### src/rtl/tac8_pkg.sv
// Shared types, constants, CORDIC and CRC-8 helpers for the tilt angle block.
// No dependencies.
package tac8_pkg;

   localparam int CordicStagesReq = 16;
   localparam int TableLen = 24;
   localparam int NumStages = (CordicStagesReq > TableLen) ? TableLen : CordicStagesReq;
   localparam int DpWidth = 40;
   localparam int AccWidth = 17;
   localparam logic [15:0] InvGain = 16'd39797;
   localparam logic [7:0] CrcPoly = 8'h8C;
   localparam logic signed [AccWidth-1:0] DegMax = 17'sd90;
   localparam logic signed [AccWidth-1:0] DegMin = -17'sd90;

   typedef struct packed {
      logic signed [15:0] axis_x;
      logic signed [15:0] axis_y;
      logic [16:0]        abs_x;
      logic [16:0]        abs_y;
      logic [16:0]        abs_z;
   } entry_type;

   typedef struct packed {
      logic signed [DpWidth-1:0]  a;
      logic signed [DpWidth-1:0]  b;
      logic signed [AccWidth-1:0] acc;
   } vec_type;

   function automatic logic signed [AccWidth-1:0] atan_q8(input int idx);
      logic signed [AccWidth-1:0] r;
      r = '0;
      case (idx)
         0: r = 17'sd11520;
         1: r = 17'sd6801;
         2: r = 17'sd3593;
         3: r = 17'sd1824;
         4: r = 17'sd916;
         5: r = 17'sd458;
         6: r = 17'sd229;
         7: r = 17'sd115;
         8: r = 17'sd57;
         9: r = 17'sd29;
         10: r = 17'sd14;
         11: r = 17'sd7;
         12: r = 17'sd4;
         13: r = 17'sd2;
         14: r = 17'sd1;
         default: r = '0;
      endcase
      return r;
   endfunction

   function automatic vec_type cordic_step(input vec_type s, input int idx);
      vec_type r;
      logic signed [DpWidth-1:0] da;
      logic signed [DpWidth-1:0] db;
      r = s;
      da = s.b >>> idx;
      db = s.a >>> idx;
      if (s.b != '0) begin
         if (s.b[DpWidth-1]) begin
            r.a = s.a - da;
            r.b = s.b + db;
            r.acc = s.acc - atan_q8(idx);
         end else begin
            r.a = s.a + da;
            r.b = s.b - db;
            r.acc = s.acc + atan_q8(idx);
         end
      end
      return r;
   endfunction

   function automatic logic [7:0] crc8_byte(input logic [7:0] crc, input logic [7:0] data);
      logic [7:0] c;
      c = crc ^ data;
      for (int k = 0; k < 8; k++) begin
         if (c[0]) c = (c >> 1) ^ CrcPoly;
         else c = c >> 1;
      end
      return c;
   endfunction

endpackage

### src/rtl/tac8_fifo.sv
// Two-entry item queue between front end and CORDIC back end.
// Depends on tac8_pkg.
module tac8_fifo (
   input  logic                clock,
   input  logic                reset,
   input  logic                push,
   input  tac8_pkg::entry_type wdata,
   output logic                pop,
   output tac8_pkg::entry_type rdata,
   output logic                full
);
   import tac8_pkg::*;

   entry_type  mem_ff [0:1];
   logic       wptr_ff, rptr_ff;
   logic [1:0] count_ff;

   assign pop = (count_ff != 2'd0);
   assign full = (count_ff == 2'd2);
   assign rdata = mem_ff[rptr_ff];

   always_ff @(posedge clock) begin
      if (push) mem_ff[wptr_ff] <= wdata;
   end

   always_ff @(posedge clock) begin
      if (reset) begin
         wptr_ff <= 1'b0;
         rptr_ff <= 1'b0;
         count_ff <= 2'd0;
      end else begin
         if (push) wptr_ff <= ~wptr_ff;
         if (pop) rptr_ff <= ~rptr_ff;
         count_ff <= count_ff + 2'(push) - 2'(pop);
      end
   end
endmodule

### config.mk
export PLATFORM = sky130hd
export DESIGN_NAME = tac8_fifo
export DESIGN_NICKNAME = d
export VERILOG_FILES = /design/src/rtl/tac8_pkg.sv /design/src/rtl/tac8_fifo.sv
export SDC_FILE = /design/constraint.sdc
export NUM_CORES = 1
export LEC_CHECK = 0
export ABC_AREA = 1
export BUFFER_PORTS_ARGS = -buffer_cell sky130_fd_sc_hd__buf_2
export CAP_MARGIN = 20
export CORE_UTILIZATION = 46
export CTS_CLUSTER_SIZE = 8
export DETAILED_ROUTE_END_ITERATION = 8
export GPL_TIMING_DRIVEN = 1
export PLACE_DENSITY = 0.69
export SLEW_MARGIN = 10
export SYNTH_ARGS = -nofsm -noshare
export SYNTH_HDL_FRONTEND = slang
export SYNTH_SLANG_ARGS = --single-unit
export TNS_END_PERCENT = 30
### constraint.sdc
create_clock -name clock -period 9.9 [get_ports clock]
set_clock_uncertainty 0.2 [all_clocks]
set_input_delay 0.99 -clock clock [delete_from_list [all_inputs] [get_ports clock]]
set_output_delay 0.99 -clock clock [all_outputs]
set_load 0.01 [all_outputs]
==> results of run 1 <==
[placed cells by master (no fill, tap or decap), types with 2 or more instances in the layout]
cell and instances:
inv_1 89, clkinv_2 3, buf_2 170, o21ai_1 8, clkinv_4 3, buf_4 3, clkinvlp_4 3, o21ai_0 75
dfxtp_1 4, bufinv_16 2, clkbuf_1 4, clkbuf_16 17, edfxtp_1 166, nor2_1 9, nand2_1 87
[final cells by class]
cell class              count  area [µm²]
fillers                  1098        5430
flip-flops and latches    171        5090
repair buffers            174         893
multi-input cells         184         815
clock buffers              21         440
inverters                  90         339
well taps                 176         220
clock inverters            11         123
[worst paths after layout]
path,cells past startpoint,to,slack (ns),start
setup / recovery,3,rdata[23],6.25,register
hold / removal,3,rptr_ff$_SDFFE_PP0P_,0.33,rptr_ff$_SDFFE_PP0P_
setup reg to reg,3,mem_ff[1][42]$_DFFE_PP_,7.81,wptr_ff$_SDFFE_PP0P_
hold reg to reg,3,rptr_ff$_SDFFE_PP0P_,0.33,rptr_ff$_SDFFE_PP0P_
[flip-flops by register name, summed over array words and instances, names as in the netlist, named ones only]
register	count
mem_ff	166
count_ff	2
rptr_ff	1
wptr_ff	1
[kinds of logic after synthesis]
logic type	share of synthesized area, %
flip-flops	80.2
buffers and inverters	7.05
AND/OR/NAND/NOR	5.90
AO/OA/AOI/OAI	6.63
adder cells (fa/ha/maj)	0.197
[critical path, stage by stage (launching register included)]
cell     delay (ns)
dfxtp_4        0.60
buf_4          0.85
o21ai_0        0.31
buf_2          0.22
[through the flow]
stage | instance area (µm²) | util [%] | total power [mW]
global placement | 7340 | 55.0 | 0.989
global route | 7920 | 59.3 | 1.66
floorplan | 6340 | - | 0.931
CTS | 7920 | 59.3 | 1.62
finish | 7920 | 59.3 | 1.60
detailed placement | 7360 | 55.1 | 0.996
[layer usage]
metal	global-route usage, %	vias up	wire length, µm
met5	0	-	17
met4	8.44	2	267
met3	5.41	24	739
met2	27.3	126	5540
met1	18.5	1790	4630
li1	-	1915	-
[power by group through the flow]
stage / clock network, mW / logic, mW / registers, mW
finish: 0.625 / 0.130 / 0.848
global route: 0.666 / 0.144 / 0.852
CTS: 0.640 / 0.132 / 0.849
detailed placement: 0 / 0.132 / 0.864
global placement: 0 / 0.127 / 0.862
floorplan: 0 / 0.0685 / 0.862
==> reports/qor.yml, run 1 <==
grt:
  overflow: 0
  grt_pass1_wl_mm: 17.3
  grt_start_max_net_pins: 123
  grt_usage_pct: 16.3
  grt_pass1_vias: 3668
  antenna_found_initial: 1
finish:
  stdcell_count: 827
  final_nets: 725
  syn_to_final_growth_pct: 24.9
  n_antenna_cell: 0
  drive_gt1_share_pct: 31.3
pwr:
  pwr-share-comb_pct: 8.1
  pwr-share-seq_pct: 52.9
  pwr-share-clk_pct: 39.0
  internal_power_mw: 1.26
  p_switching_mw: 0.347
  swShare_pct: 21.7
  ir_drop_uv: 168
  power.density_mw_per_mm2: 202
  leakagePower_nw: 3.29
clock_network:
  clkSlewWorstSetupHoldPaths_ns: 0.06
  cts_hold_repair.buffers: 0
  cts_num_sinks: 171
  cts_inserted_buffers: 17
  root_buffer: "clkbuf_16"
  cts_tree: "done"
  clockBufferDepth: 2
  post_cts_resized: 0
  htree_levels: 4
  clock_latency_ns: 0.41
  postCtsSetupRepairBufs: 0
worst_hold_path:
  worstHoldPathType: "reg2reg"
timing:
  rsz0062_at_grt: "false"
  hold_slack_ns: 0.331
  slew_viol_final: 0
  min_period_ns: 3.65
  hold_violations: 0
  tns_ns: 0
  tightest_slew_ns: 1.01
  finalSetupViolations: 0
  min_period_over_period_pct: 36.9
  worst_slack_ns: 6.25
  relSlewSlack_pct: 32.4
  max_freq_mhz: 274
setup_path:
  cp.required_ns: 8.71
  path_class: "reg2out"
  crit_arrival_ns: 2.46
  worstSetupEndpointType: "output port"
  crit_fanout: 122
  worst_setup_path_start_kind: "register"
floorplanning:
  die_w_um: 119
  coreArea_mm2: 0.0133
  rows: 42
  die_h_um: 119
  dieArea_mm2: 0.0143
  ios: 171
  initial_core_util_pct: 47.5
run_status:
  status: "completed"
drt:
  wirelength_mm: 11.2
  vias: 3857
  wire_per_inst_um: 13.5
  ant_nets: 0
  first_pass_iters: 4
  drtIter0Drc: 309
  drc: 0
  vias_per_cell: 4.66
placement:
  gp_congestion: 0.736
  port_buffers: 170
  dpl_worst_slack_ns: 6.66
  place_hpwl_mm: 7.13
  dp_cells: 795
synth:
  synthTopCellsByCount: "edfxtp_1, inv_1, nand2_1"
  ys_async_sr_fraction_pct: 0
  ys_warn_count: 0
  synth_top_area_cell: "edfxtp_1"
  ys_top_cells_by_area: "edfxtp_1, o21ai_0, inv_1"
  synth_fp_nets: 550
  syn-instance-count: 463
  ys_ff_latch: 171
  synth_seq_area_share_pct: 80.2
  synthFlopType: "edfxtp_1"
  ys_types: 14
  synth_edf_count: 166
  syn-cell-area_mm2: 0.00634
  yosysMostFrequentCell: "edfxtp_1"
  avgSynthCellArea_um2: 13.7
  synthDominantCellAreaShare_pct: 78.6
job:
  drv_cap: 0
No activity file was read; power rests on OpenSTA's default activity.
==> run 2: changes to the inputs <==
==> constraint.sdc (replaced) <==
create_clock -name clock -period 3.7 [get_ports clock]
set_clock_uncertainty 0.2 [all_clocks]
set_input_delay 0.37 -clock clock [delete_from_list [all_inputs] [get_ports clock]]
set_output_delay 0.37 -clock clock [all_outputs]
set_load 0.01 [all_outputs]
==> run 2 against run 1 <==
- register-to-register slack got worse by 6.2 ns
- first-iteration DRC count rose by 7.1%
- die area did not move
- non-clock buffer count rose by 84
- setup slack got worse by 5.1 ns
- sequential share of layout area fell by 6.8 points
- utilization rose by 7.0 points
- sequential power rose to 2.7 times the previous value
- cell area rose by 12%
- wire length rose by 11%
- critical endpoint is now rdata[5]
- largest power group unchanged
==> reports/qor.yml, run 2 (synthesis gave the netlist of run 1 again) <==
worst_hold_path:
  worstHoldPathType: "in2reg"
  worstHoldPathCells: 3
  hp-start: "push"
  whs_endpoint: "wptr_ff$_SDFFE_PP0P_"
pwr:
  total_power_mw: 4.63
  power.density_mw_per_mm2: 523
  leakagePower_nw: 3.69
  ir_drop_uv: 340
setup_path:
  cp_cell_sequence: "buf_12 > nand2_1 > o21ai_0 > buf_2"
  worstSetupEndpointType: "output port"
  path_class: "reg2out"
  worst_setup_path_start_kind: "register"
  rrSetupSlack_ns: 1.62
  cp_top_family: "flip-flops"
  worstReg2RegEnd: "mem_ff[1][56]$_DFFE_PP_"
  critPathMaxStageDelay_ns: 0.81
  worst-r2r-cell-count: 3
  path_buf_inv: 2
  crit_fanout: 84
  crit_path_top_delay_cell: "dfxtp_4"
  crit_arrival_ns: 2.01
  timing.rr.start: "wptr_ff$_SDFFE_PP0P_"
  cp.required_ns: 3.13
finish:
  largest_reg_flops: 166
  design_area_mm2: 0.00886
  top_register: "mem_ff"
  syn_to_final_growth_pct: 39.7
  layout_commonest_cell: "buf_2"
  final_cell_mix: "buf_2, edfxtp_1, inv_1, nand2_1, dlygate4sd3_1"
  final_nets: 809
  finish.utilization_pct: 66.4
  reg_top3: "mem_ff (166), count_ff (2)"
  n_antenna_cell: 0
  drive_gt1_share_pct: 27.8
placement:
  port_buffers: 170
  place_hpwl_mm: 7.31
  placed_area_mm2: 0.00737
  gp_congestion: 0.723
grt:
  grt_pass1_wl_mm: 19.5
  overflow: 0
  grt_usage_pct: 18.3
  grt_start_max_net_pins: 85
  grt_pass1_vias: 4270
  antenna_found_initial: 0
clock_network:
  htree_levels: 4
  clock_latency_ns: 0.42
  post_cts_resized: 0
  clockBufferDepth: 2
  cts_inserted_buffers: 17
  clkSlewWorstSetupHoldPaths_ns: 0.06
  cts_tree: "done"
  cts_num_sinks: 171
  root_buffer: "clkbuf_16"
floorplanning:
  initial_core_util_pct: 47.5
  rows: 42
  dieArea_mm2: 0.0143
  coreArea_mm2: 0.0133
  die_w_um: 119
  ios: 171
  die_h_um: 119
timing:
  hold_violations: 0
  slew_viol_final: 0
  min_period_ns: 2.58
  relSlewSlack_pct: 41.4
  tns_ns: 0
  min_period_over_period_pct: 69.8
  hold_slack_ns: 0.0711
  finalSetupViolations: 0
  tightest_slew_ns: 0.879
  max_freq_mhz: 387
  rsz0062_at_grt: "false"
drt:
  drc: 0
  wire_per_inst_um: 13.7
  first_pass_iters: 4
  vias_per_cell: 4.59
  wirelength_mm: 12.5
  ant_nets: 0
  vias: 4183
  drtIter0Drc: 331
job:
  drv_cap: 0
run_status:
  status: "completed"
==> run 2: cell types whose count changed in the layout (fill, tap and decap cells not counted) <==
cell           previous run  this run
buf_12                    1         2
buf_4                     3         2
bufinv_16                 2         5
clkbuf_1                  4         5
clkbuf_8                  0         3
clkinv_1                  1         0
clkinv_2                  3         2
clkinv_4                  3         0
clkinvlp_4                3         1
dlygate4sd3_1             0        84
==> run 2: worst register-to-register path, cell delays in order, from the launching register on <==
cell and delay, ns:
dfxtp_1 0.35, nand2_1 0.10, clkinv_2 0.67, buf_12 0.48
==> run 2: what timing repair did <==
action	in CTS	in global routing
hold buffers	84	0
hold endpoints to repair	168	0
setup buffers	0	0
==> run 2: area by class of cell <==
cell class / instances / area, µm²
Sequential cell: 171 / 5090
Fill cell: 969 / 4490
Timing Repair Buffer: 258 / 1750
Multi-Input combinational cell: 184 / 815
Clock buffer: 25 / 485
Inverter: 90 / 339
Tap cell: 176 / 220
Clock inverter: 7 / 163
==> run 2: layer usage <==
metal | global-route usage (%) | share of wire (%) | up-vias
met2 | 32.3 | 51 | 143
li1 | - | - | 2076
met3 | 5.60 | 6.0 | 30
met5 | 0 | 0 | -
met1 | 19.4 | 40 | 1934
met4 | 10.3 | 3.3 | 0
==> run 2: metrics by stage <==
step,std cells,worst slack [ns]
floorplan,463,0.527
global placement,795,1.48
detailed placement,795,1.44
CTS,911,1.09
global route,911,0.913
finish,911,1.12
==> run 2: worst max path at each step <==
stage                     slack [ns]  cells past startpoint      from                 endpoint
final                           1.12                      4  register                 rdata[5]
after global placement          1.48                      4      push  mem_ff[1][62]$_DFFE_PP_
after global routing            0.91                      4  register                rdata[65]
after detailed placement        1.44                      4      push  mem_ff[1][62]$_DFFE_PP_
after CTS                       1.09                      4  register                 rdata[5]
after floorplan                 0.53                      2      push   mem_ff[0][0]$_DFFE_PP_
==> run 2: report_power, final <==
part | switching [mW] | total [mW] | internal [mW]
sequential | 0.0382 | 2.28 | 2.24
clock | 0.683 | 1.93 | 1.25
combinational | 0.228 | 0.416 | 0.189
