File: src/rtl/tac8_pkg.sv
// Shared types, constants, CORDIC and CRC-8 helpers for the tilt angle block.
// No dependencies.
package tac8_pkg;

   localparam int CordicStagesReq = 16;
   localparam int TableLen = 24;
   localparam int NumStages = (CordicStagesReq > TableLen) ? TableLen : CordicStagesReq;
   localparam int DpWidth = 40;
   localparam int AccWidth = 17;
   localparam logic [15:0] InvGain = 16'd39797;
   localparam logic [7:0] CrcPoly = 8'h8C;
   localparam logic signed [AccWidth-1:0] DegMax = 17'sd90;
   localparam logic signed [AccWidth-1:0] DegMin = -17'sd90;

   typedef struct packed {
      logic signed [15:0] axis_x;
      logic signed [15:0] axis_y;
      logic [16:0]        abs_x;
      logic [16:0]        abs_y;
      logic [16:0]        abs_z;
   } entry_type;

   typedef struct packed {
      logic signed [DpWidth-1:0]  a;
      logic signed [DpWidth-1:0]  b;
      logic signed [AccWidth-1:0] acc;
   } vec_type;

   function automatic logic signed [AccWidth-1:0] atan_q8(input int idx);
      logic signed [AccWidth-1:0] r;
      r = '0;
      case (idx)
         0: r = 17'sd11520;
         1: r = 17'sd6801;
         2: r = 17'sd3593;
         3: r = 17'sd1824;
         4: r = 17'sd916;
         5: r = 17'sd458;
         6: r = 17'sd229;
         7: r = 17'sd115;
         8: r = 17'sd57;
         9: r = 17'sd29;
         10: r = 17'sd14;
         11: r = 17'sd7;
         12: r = 17'sd4;
         13: r = 17'sd2;
         14: r = 17'sd1;
         default: r = '0;
      endcase
      return r;
   endfunction

   function automatic vec_type cordic_step(input vec_type s, input int idx);
      vec_type r;
      logic signed [DpWidth-1:0] da;
      logic signed [DpWidth-1:0] db;
      r = s;
      da = s.b >>> idx;
      db = s.a >>> idx;
      if (s.b != '0) begin
         if (s.b[DpWidth-1]) begin
            r.a = s.a - da;
            r.b = s.b + db;
            r.acc = s.acc - atan_q8(idx);
         end else begin
            r.a = s.a + da;
            r.b = s.b - db;
            r.acc = s.acc + atan_q8(idx);
         end
      end
      return r;
   endfunction

   function automatic logic [7:0] crc8_byte(input logic [7:0] crc, input logic [7:0] data);
      logic [7:0] c;
      c = crc ^ data;
      for (int k = 0; k < 8; k++) begin
         if (c[0]) c = (c >> 1) ^ CrcPoly;
         else c = c >> 1;
      end
      return c;
   endfunction

endpackage

File: src/rtl/tac8_front.sv
// Front end: registers accepted items and forms the axis magnitudes.
// Depends on tac8_pkg.
module tac8_front (
   input  logic                clock,
   input  logic                reset,
   input  logic                take,
   input  logic signed [15:0]  accel_x,
   input  logic signed [15:0]  accel_y,
   input  logic signed [15:0]  accel_z,
   output logic                push,
   output tac8_pkg::entry_type entry
);
   import tac8_pkg::*;

   logic      valid_ff;
   entry_type entry_ff;
   entry_type entry_in;

   function automatic logic [16:0] mag17(input logic signed [15:0] v);
      logic signed [16:0] w;
      w = {v[15], v};
      return w[16] ? 17'(-w) : 17'(w);
   endfunction

   always_comb begin
      entry_in.axis_x = accel_x;
      entry_in.axis_y = accel_y;
      entry_in.abs_x = mag17(accel_x);
      entry_in.abs_y = mag17(accel_y);
      entry_in.abs_z = mag17(accel_z);
   end

   always_ff @(posedge clock) begin
      if (reset) valid_ff <= 1'b0;
      else valid_ff <= take;
      if (take) entry_ff <= entry_in;
   end

   assign push = valid_ff;
   assign entry = entry_ff;
endmodule

File: config.mk
export PLATFORM = sky130hd
export DESIGN_NAME = tac8_front
export DESIGN_NICKNAME = d
export VERILOG_FILES = /design/src/rtl/tac8_pkg.sv /design/src/rtl/tac8_front.sv
export SDC_FILE = /design/constraint.sdc
export NUM_CORES = 1
export LEC_CHECK = 0
export BUFFER_PORTS_ARGS = -buffer_cell sky130_fd_sc_hd__buf_2
export CAP_MARGIN = 40
export CORE_ASPECT_RATIO = 0.75
export CORE_MARGIN = 3
export CORE_UTILIZATION = 30
export CTS_BUF_LIST = sky130_fd_sc_hd__clkbuf_16
export CTS_CLUSTER_SIZE = 24
export DETAILED_ROUTE_END_ITERATION = 8
export GPL_TIMING_DRIVEN = 0
export PLACE_DENSITY_LB_ADDON = 0.2
export REMOVE_ABC_BUFFERS = 1
export SETUP_SLACK_MARGIN = 0.3
export SLEW_MARGIN = 15
export SYNTH_ARGS = -nofsm -noshare
export SYNTH_HDL_FRONTEND = slang
export SYNTH_SLANG_ARGS = --single-unit
export TNS_END_PERCENT = 100
File: constraint.sdc
create_clock -name clock -period 2 [get_ports clock]
set_input_delay 0.3 -clock clock [delete_from_list [all_inputs] [get_ports clock]]
set_output_delay 0.3 -clock clock [all_outputs]
set_load 0.01 [all_outputs]
==> impl_metrics.env, run 1 <==
export IMPL_status="finished, final reports clean"
export IMPL_num_vias=2417
export IMPL_core_region_area_sq_um=11200
export IMPL_p_leak_uw=0.00175
export IMPL_num_nets_final=421
export IMPL_final_max_slew_viol_count=0
export IMPL_worst_endpoint_required_ns=2.08
export IMPL_endpoint_kind="flop"
export IMPL_yosys_warnings=0
export IMPL_cts_tree="yes"
export IMPL_wl_per_cell_um=15.3
export IMPL_start_util_pct=31.5
export IMPL_setup_ws_ns=0.381
export IMPL_max_cap_violations=0
export IMPL_p_per_area_nw_per_um2=889
export IMPL_gp_congestion=0.741
export IMPL_io_buffers=134
export IMPL_viasPerCell=4.57
export IMPL_drc=0
export IMPL_cts_buffers=9
export IMPL_hp_class="in -> reg"
export IMPL_hold_viol_final=0
export IMPL_fin_crit_sh_pct=81.0
export IMPL_die_area_sq_um=13100
export IMPL_post_dp_cell_area_sq_um=4370
export IMPL_fp_dieW_um=131
export IMPL_cts_resized=0
export IMPL_antenna_found_initial=0
export IMPL_synth_area_sq_um=3540
export IMPL_cts_root_buf="clkbuf_16"
export IMPL_cpPeakStageDelay_ns=0.54
export IMPL_grt_pass1_wl_um=12700
export IMPL_grt_overflow_total=0
export IMPL_drt_iter0_markers=90
export IMPL_fin_area_sq_um=4640
export IMPL_die_h_um=100
export IMPL_fillerInstances=1117
export IMPL_drive_gt1_share_pct=43.0
export IMPL_fin_crit_ns=1.62
export IMPL_avgSynthCellArea_sq_um=15.3
export IMPL_synth_edf_count=81
export IMPL_setup_viol=0
export IMPL_max_slew_margin_rel_pct=62.4
export IMPL_diodes=0
export IMPL_placed_cells=513
export IMPL_tns_ns=0
export IMPL_hpwl_um=5920
export IMPL_clkTransAtPathRegs_ns=0.06
export IMPL_rows=33
export IMPL_synthArstFlopShare_pct=0
export IMPL_cp_startpoint="accel_z[1]"
export IMPL_rsz0062_at_grt="no"
export IMPL_ys_seq_elements=82
export IMPL_postCtsHoldBufs=0
export IMPL_clock_sinks=82
export IMPL_firstDrtPassIters=4
export IMPL_cts_buffer_depth=2
export IMPL_yosysUniqueCellTypes=28
export IMPL_ant_nets=0
export IMPL_final_cells=529
export IMPL_grt_max_degree=44
export IMPL_crit_path_max_fanout=6
export IMPL_place_ws_ns=0.0435
export IMPL_worst_pin_slew_ns=0.557
export IMPL_worstSetupEndpoint="entry[14]"
export IMPL_htree_levels=3
export IMPL_cp_start_kind="primary input"
export IMPL_postCtsSetupRepairBufs=0
export IMPL_grt_pass1_vias=2390
export IMPL_fmax_ghz=0.618
export IMPL_grt_use_total_pct=12.5
export IMPL_crit_type="in -> reg"
export IMPL_synthCells=231
export IMPL_synthToLayoutAreaGrowth_pct=31.1
export IMPL_ioPinCount=135
export IMPL_path_cells="buf_2 -> inv_1 -> ha_1 -> or3b_2 -> o41ai_1 -> xnor2_1"
export IMPL_hold_worst_slack_ns=0.117
export IMPL_crit_slowest_cell="or3b_2"
export IMPL_arrival_ns=1.70
export IMPL_ir_drop_mv=0.343
export IMPL_synth_ff_type="edfxtp_1"
export IMPL_wl_um=8120
export IMPL_yosysSeqAreaShare_pct=69.3
[power breakdown]
part,internal (uW),total [uW],switching [uW]
Sequential,2070,2110,36.2
Combinational,227,545,317
Clock,824,1470,644
[kinds of logic (layout without fill, tap and decap cells)]
kind of cell | Yosys count | after routing | share of synthesized area (%)
xor gates and xnor gates | 37 | 37 | 9.16
and+or+nand+nor | 50 | 50 | 9.65
other | 1 | 3 | 0.106
buffers and inverters | 20 | 159 | 2.58
AOI/OAI and AO/OA | 38 | 38 | 8.13
adders and majority gates | 3 | 3 | 1.06
DFF | 82 | 82 | 69.3
[registers in the layout, indices dropped and copies added, names as in the netlist]
signal and count:
entry 81, push 1
[metrics by stage]
step | util [%] | power [uW]
global route | 41.3 | 4320
finish | 41.3 | 4120
CTS | 41.3 | 4200
detailed placement | 38.9 | 2700
floorplan | - | 2380
global placement | 38.7 | 2690
[critical path: cells and delay by family]
family	cells	cell delay, ns
and+or+nand+nor	1	0.54
xor gates and xnor gates	1	0.10
adders and majority gates	1	0.15
AOI/OAI and AO/OA	1	0.43
buffers and inverters	2	0.18
[placed cells by master (no fill, tap or decap), types with 2 or more instances in the layout]
cell / instances
or4_1: 8
nand2_1: 5
nand2b_1: 8
or3b_2: 2
or4_4: 3
o41ai_2: 2
clkbuf_16: 9
edfxtp_1: 81
conb_1: 3
or3_1: 11
clkinv_1: 2
ha_1: 3
o211ai_1: 2
or2_2: 5
nor4_1: 3
o31ai_1: 13
xnor2_1: 37
buf_2: 133
inv_1: 10
o21ai_0: 11
clkinvlp_4: 2
o41ai_1: 10
[worst min path at each step]
stage	startpoint	endpoint	depth (start not counted)
2_1_floorplan	reset	push	1
3_3_place_gp	reset	push	2
3_5_place_dp	reset	push	2
4_1_cts	reset	push	2
5_1_grt	reset	push	2
6_report	reset	push	2
[cell usage after synthesis, types with 2 or more instances]
master,number,area (sq um)
buf_4,2,15.0
clkbuf_1,8,30.0
edfxtp_1,81,2430
ha_1,3,37.5
inv_1,8,30.0
nand2_1,5,18.8
nand2b_1,8,50.1
nor4_1,3,18.8
o211ai_1,2,15.0
o21ai_0,11,55.1
o31ai_1,13,97.6
o41ai_1,10,87.6
o41ai_2,2,32.5
or2_2,5,31.3
or3_1,11,68.8
or3b_2,2,17.5
or4_1,8,60.1
or4_4,3,33.8
xnor2_1,37,324
[routing by layer]
layer	global-route usage, %	up-vias	wire length (um)
met4	4.92	0	179
met2	18.4	106	3550
met1	15.9	1139	3640
li1	-	1159	-
met3	5.86	13	749
met5	0	-	0
[layout make-up]
type / instances / area, sq um / area share, %
clock buffer: 9 / 225 / 4.86
clock inverter: 7 / 38.8 / 0.836
inverter: 8 / 30.0 / 0.647
multi-input combinational: 131 / 1000 / 21.6
sequential: 82 / 2450 / 52.9
tap: 157 / 196 / 4.24
timing repair buffer: 135 / 693 / 14.9
Power figures use the tool's default switching activity.
==> run 2: changes to the inputs <==
--- a/config.mk
+++ b/config.mk
@@ -5,6 +5,7 @@
 export SDC_FILE = /design/constraint.sdc
 export NUM_CORES = 1
 export LEC_CHECK = 0
+export ABC_AREA = 1
 export BUFFER_PORTS_ARGS = -buffer_cell sky130_fd_sc_hd__buf_2
 export CAP_MARGIN = 40
 export CORE_ASPECT_RATIO = 0.75
==> constraint.sdc (replaced) <==
create_clock -name clock -period 1.3 [get_ports clock]
set_input_delay 0.195 -clock clock [delete_from_list [all_inputs] [get_ports clock]]
set_output_delay 0.195 -clock clock [all_outputs]
set_load 0.01 [all_outputs]
==> run 2 against run 1 <==
Effect of this change: synthesized cell count up 53%; critical path depth down 5; largest power group unchanged; highest routed layer unchanged; non-clock buffer count unchanged; wire length up 5.6%; critical endpoint is now entry[64].
==> impl_metrics.env, run 2 <==
export IMPL_fmax_ghz=0.934
export IMPL_clock_sinks=82
export IMPL_cp_start_kind="flop"
export IMPL_viasPerCell=4.26
export IMPL_largest_reg_flops=81
export IMPL_diodes=0
export IMPL_firstDrtPassIters=6
export IMPL_fin_area_sq_um=5000
export IMPL_grt_overflow_total=0
export IMPL_grt_pass1_wl_um=12900
export IMPL_ioPinCount=135
export IMPL_setup_viol=0
export IMPL_synth_top_cell_area_share_pct=65.2
export IMPL_final_common_cell="buf_2"
export IMPL_fillerInstances=1184
export IMPL_clkTransAtPathRegs_ns=0.06
export IMPL_netlist_top_cells_count="102 x nand2_1, 81 x edfxtp_1, 41 x inv_1, 41 x nor2_1, 27 x nand3_1"
export IMPL_io_buffers=134
export IMPL_hpwl_um=6370
export IMPL_hp_class="in -> reg"
export IMPL_power_uw=6960
export IMPL_p_int_uw=5380
export IMPL_fin_crit_sh_pct=82.4
export IMPL_p_comb_share_pct=12.6
export IMPL_place_ws_ns=-0.105
export IMPL_drt_iter0_markers=89
export IMPL_synthCells=353
export IMPL_cts_buffers=9
export IMPL_num_nets_final=548
export IMPL_synthArstFlopShare_pct=0
export IMPL_crit_slowest_cell="edfxtp_1"
export IMPL_worst_endpoint_required_ns=1.11
export IMPL_final_max_slew_viol_count=0
export IMPL_cpPeakStageDelay_ns=0.39
export IMPL_final_cell_mix="132 x buf_2, 100 x nand2_1, 81 x edfxtp_1, 40 x nor2_1, 38 x inv_1"
export IMPL_core_region_area_sq_um=11900
export IMPL_synth_top_cell_by_area="edfxtp_1"
export IMPL_final_cells=659
export IMPL_cts_tree="yes"
export IMPL_path_cells="buf_2"
export IMPL_fin_crit_ns=1.07
export IMPL_path_delay_family="flip-flops"
export IMPL_p_switching_uw=1580
export IMPL_p_leak_uw=0.00224
export IMPL_p_per_area_nw_per_um2=1390
export IMPL_endpoint_kind="output port"
export IMPL_wl_per_cell_um=13.0
export IMPL_die_h_um=103
export IMPL_drc=0
export IMPL_ys_seq_elements=82
export IMPL_crit_type="reg -> out"
export IMPL_synth_ff_type="edfxtp_1"
export IMPL_yosysMostFrequentCell="nand2_1"
export IMPL_cts_buffer_depth=2
export IMPL_crit_buf_inv=1
export IMPL_yosysSeqAreaShare_pct=65.8
export IMPL_ant_nets=0
export IMPL_seqPwrFrac_pct=46.6
export IMPL_grt_max_degree=43
export IMPL_wl_um=8570
export IMPL_yosysUniqueCellTypes=22
export IMPL_synth_edf_count=81
export IMPL_gp_congestion=0.781
export IMPL_status="finished, final reports clean"
export IMPL_avgSynthCellArea_sq_um=10.6
export IMPL_hold_viol_final=0
export IMPL_antenna_found_initial=0
export IMPL_synth_area_leaders="edfxtp_1 65%, nand2_1 10%, inv_1 4.1%"
export IMPL_yosys_warnings=0
export IMPL_drive_gt1_share_pct=35.0
export IMPL_arrival_ns=0.88
export IMPL_num_vias=2809
export IMPL_synth_area_sq_um=3730
export IMPL_clockPowerShare_pct=40.8
export IMPL_ir_drop_mv=0.654
export IMPL_max_cap_violations=0
export IMPL_p_sw_share_pct=22.7
export IMPL_synthToLayoutAreaGrowth_pct=34.1
export IMPL_grt_use_total_pct=12.2
export IMPL_htree_levels=3
export IMPL_cts_root_buf="clkbuf_16"
export IMPL_postCtsHoldBufs=0
export IMPL_post_dp_cell_area_sq_um=4580
export IMPL_setup_ws_ns=0.229
export IMPL_placed_cells=645
export IMPL_start_util_pct=31.4
export IMPL_rsz0062_at_grt="yes"
export IMPL_rows=34
export IMPL_grt_pass1_vias=2577
export IMPL_fp_dieW_um=135
export IMPL_crit_path_max_fanout=1
export IMPL_die_area_sq_um=13800
run 2: cell count changes after synthesis, sizes merged, moves of 12 or more:
cell and delta:
nor2 +45, o31ai -13, nand2 +101, o41ai -12
inv +33, xor2 +14, xnor2 -31, nand3 +27
run 2: power by group through the flow:
stage                     sequential [uW]  combinational [uW]  clock (uW)
after floorplan                      3440                 240           0
after global placement               3300                 851           0
after detailed placement             3300                 868           0
after CTS                            3250                 873        2940
after global routing                 3260                 981        3060
final                                3240                 878        2840
run 2: final timing paths:
| path | from | endpoint | slack [ns] | cells after the start |
|---|---|---|---|---|
| worst max-delay path | entry[64] | entry[64] | 0.23 | 1 |
| worst min-delay path | reset | push | 0.03 | 2 |
run 2: metrics by stage:
step	util [%]	hold slack (ns)	setup TNS (ns)
finish	42.1	0.0302	0
global route	42.1	0.0141	0
CTS	41.5	0.0133	0
detailed placement	38.6	0.368	-2.26
global placement	38.4	0.362	-59.29
floorplan	-	0.266	0
run 2: cell families (layout without fill, tap and decap cells):
| logic type | count (synthesis) | after routing | synth area share, % |
|---|---|---|---|
| xor+xnor | 20 | 20 | 4.70 |
| fa+ha+maj | 3 | 3 | 1.01 |
| simple gates | 185 | 185 | 20.6 |
| flops | 82 | 82 | 65.8 |
| buf+inv | 48 | 190 | 5.54 |
| compound gates | 14 | 14 | 2.28 |
| other cells | 1 | 3 | 0.101 |
run 2: area by class of cell:
class / instances / area [sq um] / area share (%)
inverters: 41 / 154 / 3.08
flip-flops and latches: 82 / 2450 / 49.1
repair buffers: 135 / 703 / 14.1
well taps: 162 / 203 / 4.06
multi-input cells: 225 / 1160 / 23.2
clock buffers: 9 / 225 / 4.51
clock inverters: 5 / 104 / 2.08
run 2: metal layers:
metal / global-route usage, % / vias up / share of wire, %
li1: - / 1433 / -
met1: 15.8 / 1279 / 46
met2: 18.6 / 92 / 45
met3: 5.90 / 5 / 8.3
met4: 3.13 / 0 / 0.96
met5: 0 / - / 0
run 2: timing repair:
| action | CTS | global route |
|---|---|---|
| hold endpoints to repair | 0 | 0 |
| pin swaps | 1 | 5 |
| buffers inserted | 0 | 0 |
| resized for setup | 6 | 15 |
| endpoints found under the setup margin | 88 | 135 |
==> run 3: changes to the inputs <==
--- a/config.mk
+++ b/config.mk
@@ -5,7 +5,7 @@
 export SDC_FILE = /design/constraint.sdc
 export NUM_CORES = 1
 export LEC_CHECK = 0
-export ABC_AREA = 1
+export ABC_AREA = 0
 export BUFFER_PORTS_ARGS = -buffer_cell sky130_fd_sc_hd__buf_2
 export CAP_MARGIN = 40
 export CORE_ASPECT_RATIO = 0.75
==> constraint.sdc (replaced) <==
create_clock -name clock -period 1 [get_ports clock]
set_input_delay 0.15 -clock clock [delete_from_list [all_inputs] [get_ports clock]]
set_output_delay 0.15 -clock clock [all_outputs]
set_load 0.01 [all_outputs]
==> run 3 against run 2 <==
Effect of this change: the run now ends with setup timing left; largest cell class unchanged; first-iteration DRC count increased by 27%; via count down 6.9%; sequential share of layout area fell by 6.3 points; sequential power is 30% higher; worst hold slack got worse by 0.018 ns; wire length grew 7.1%.
==> impl_metrics.env, run 3 (synthesis results as in run 1) <==
export IMPL_cp_start_kind="primary input"
export IMPL_crit_type="in -> reg"
export IMPL_wl_um=9180
export IMPL_htree_levels=3
export IMPL_endpoint_kind="flop"
export IMPL_ant_nets=0
export IMPL_crit_buf_inv=1
export IMPL_firstDrtPassIters=4
export IMPL_grt_pass1_vias=2580
export IMPL_p_comb_share_pct=17.5
export IMPL_core_region_area_sq_um=11200
export IMPL_gp_congestion=0.741
export IMPL_drive_gt1_share_pct=61.0
export IMPL_setup_viol=48
export IMPL_drt_iter0_markers=113
export IMPL_io_buffers=134
export IMPL_p_switching_uw=2180
export IMPL_status="finished with violations"
export IMPL_grt_pass1_wl_um=14300
export IMPL_path_delay_family="simple AND/OR/NAND/NOR gates"
export IMPL_hpwl_um=5920
export IMPL_ioPinCount=135
export IMPL_p_per_area_nw_per_um2=1520
export IMPL_hold_viol_final=0
export IMPL_fillerInstances=988
export IMPL_worst_endpoint_required_ns=1.19
export IMPL_drc=0
export IMPL_grt_use_total_pct=14.1
export IMPL_fin_crit_sh_pct=129
export IMPL_p_int_uw=6530
export IMPL_grt_max_degree=44
export IMPL_cpMostUsedCell="or4_4"
export IMPL_die_h_um=100
export IMPL_antenna_found_initial=0
export IMPL_p_sw_share_pct=25.0
export IMPL_cts_root_buf="clkbuf_16"
export IMPL_crit_slowest_cell="or4_4"
export IMPL_cts_tree="yes"
export IMPL_fin_crit_ns=1.29
export IMPL_fp_dieW_um=131
export IMPL_num_vias=2615
export IMPL_tns_ns=-5.21
export IMPL_wl_per_cell_um=16.3
export IMPL_final_common_cell="buf_2"
export IMPL_fin_area_sq_um=5730
export IMPL_start_util_pct=31.5
export IMPL_arrival_ns=1.48
export IMPL_clockPowerShare_pct=34.0
export IMPL_rsz0062_at_grt="yes"
export IMPL_clkTransAtPathRegs_ns=0.06
export IMPL_path_cells="buf_8 -> or4_4 -> or4_4 -> nor3b_2"
export IMPL_place_ws_ns=-0.807
export IMPL_final_cell_mix="102 x buf_2, 81 x edfxtp_1, 35 x xnor2_1, 24 x buf_6, 19 x buf_4"
export IMPL_post_dp_cell_area_sq_um=4370
export IMPL_grt_overflow_total=0
export IMPL_crit_path_max_fanout=5
export IMPL_diodes=0
export IMPL_num_nets_final=454
export IMPL_setup_ws_ns=-0.292
export IMPL_synthToLayoutAreaGrowth_pct=62.0
export IMPL_largest_reg_flops=81
export IMPL_violations="setup timing"
export IMPL_cts_buffers=9
export IMPL_p_leak_uw=0.00223
export IMPL_ir_drop_mv=0.773
export IMPL_cts_buffer_depth=2
export IMPL_seqPwrFrac_pct=48.5
export IMPL_cpPeakStageDelay_ns=0.58
export IMPL_fmax_ghz=0.774
export IMPL_final_max_slew_viol_count=0
export IMPL_viasPerCell=4.65
export IMPL_max_cap_violations=0
export IMPL_clock_sinks=82
export IMPL_hp_class="in -> reg"
export IMPL_rows=33
export IMPL_die_area_sq_um=13100
-- run 3: final cells by class --
class                   count  area (sq um)  share of cell area, %
flip-flops and latches     82          2450                   42.8
multi-input cells         132          1510                   26.4
repair buffers            167          1250                   21.8
clock buffers               9           225                   3.93
well taps                 157           196                   3.43
inverters                   8          55.1                  0.960
clock inverters             7          38.8                  0.677
-- run 3: layer usage --
| metal | track usage [%] | vias to the layer above | share of wire (%) |
|---|---|---|---|
| met5 | 0 | - | 0 |
| met2 | 22.0 | 90 | 47 |
| met4 | 5.17 | 0 | 1.8 |
| met3 | 5.96 | 13 | 7.7 |
| li1 | - | 1232 | - |
| met1 | 17.7 | 1280 | 43 |
-- run 3: path summary, 6_finish.rpt --
| check | end | cells past startpoint | startpoint |
|---|---|---|---|
| setup / recovery | entry[15] | 4 | accel_z[8] |
| hold / removal | entry[51] | 1 | accel_y[0] |
-- run 3: per-stage QoR --
stage	instances	hold WS, ns	power (uW)	util, %
6_report	562	0.0118	8700	51.0
5_1_grt	562	-0.00734	9090	51.0
4_1_cts	551	-0.0110	8730	49.0
3_5_place_dp	513	0.311	5410	38.9
3_3_place_gp	512	0.310	5380	38.7
2_1_floorplan	221	0.222	4760	-
-- run 3: power groups by stage --
stage	Sequential [uW]	Clock [uW]	Combinational (uW)
after global placement	4300	0	1080
after global routing	4250	3200	1640
after detailed placement	4290	0	1110
after CTS	4230	3050	1450
after floorplan	4480	0	279
final	4220	2960	1520
-- run 3: timing repair --
action                                  4_1_cts  5_1_grt
gates cloned                                  1        0
pin swaps                                    44       26
gates resized for setup                     152       38
hold endpoints to repair                      9        3
buffers inserted                             16       10
hold buffers                                  5        1
endpoints found under the setup margin      166      125
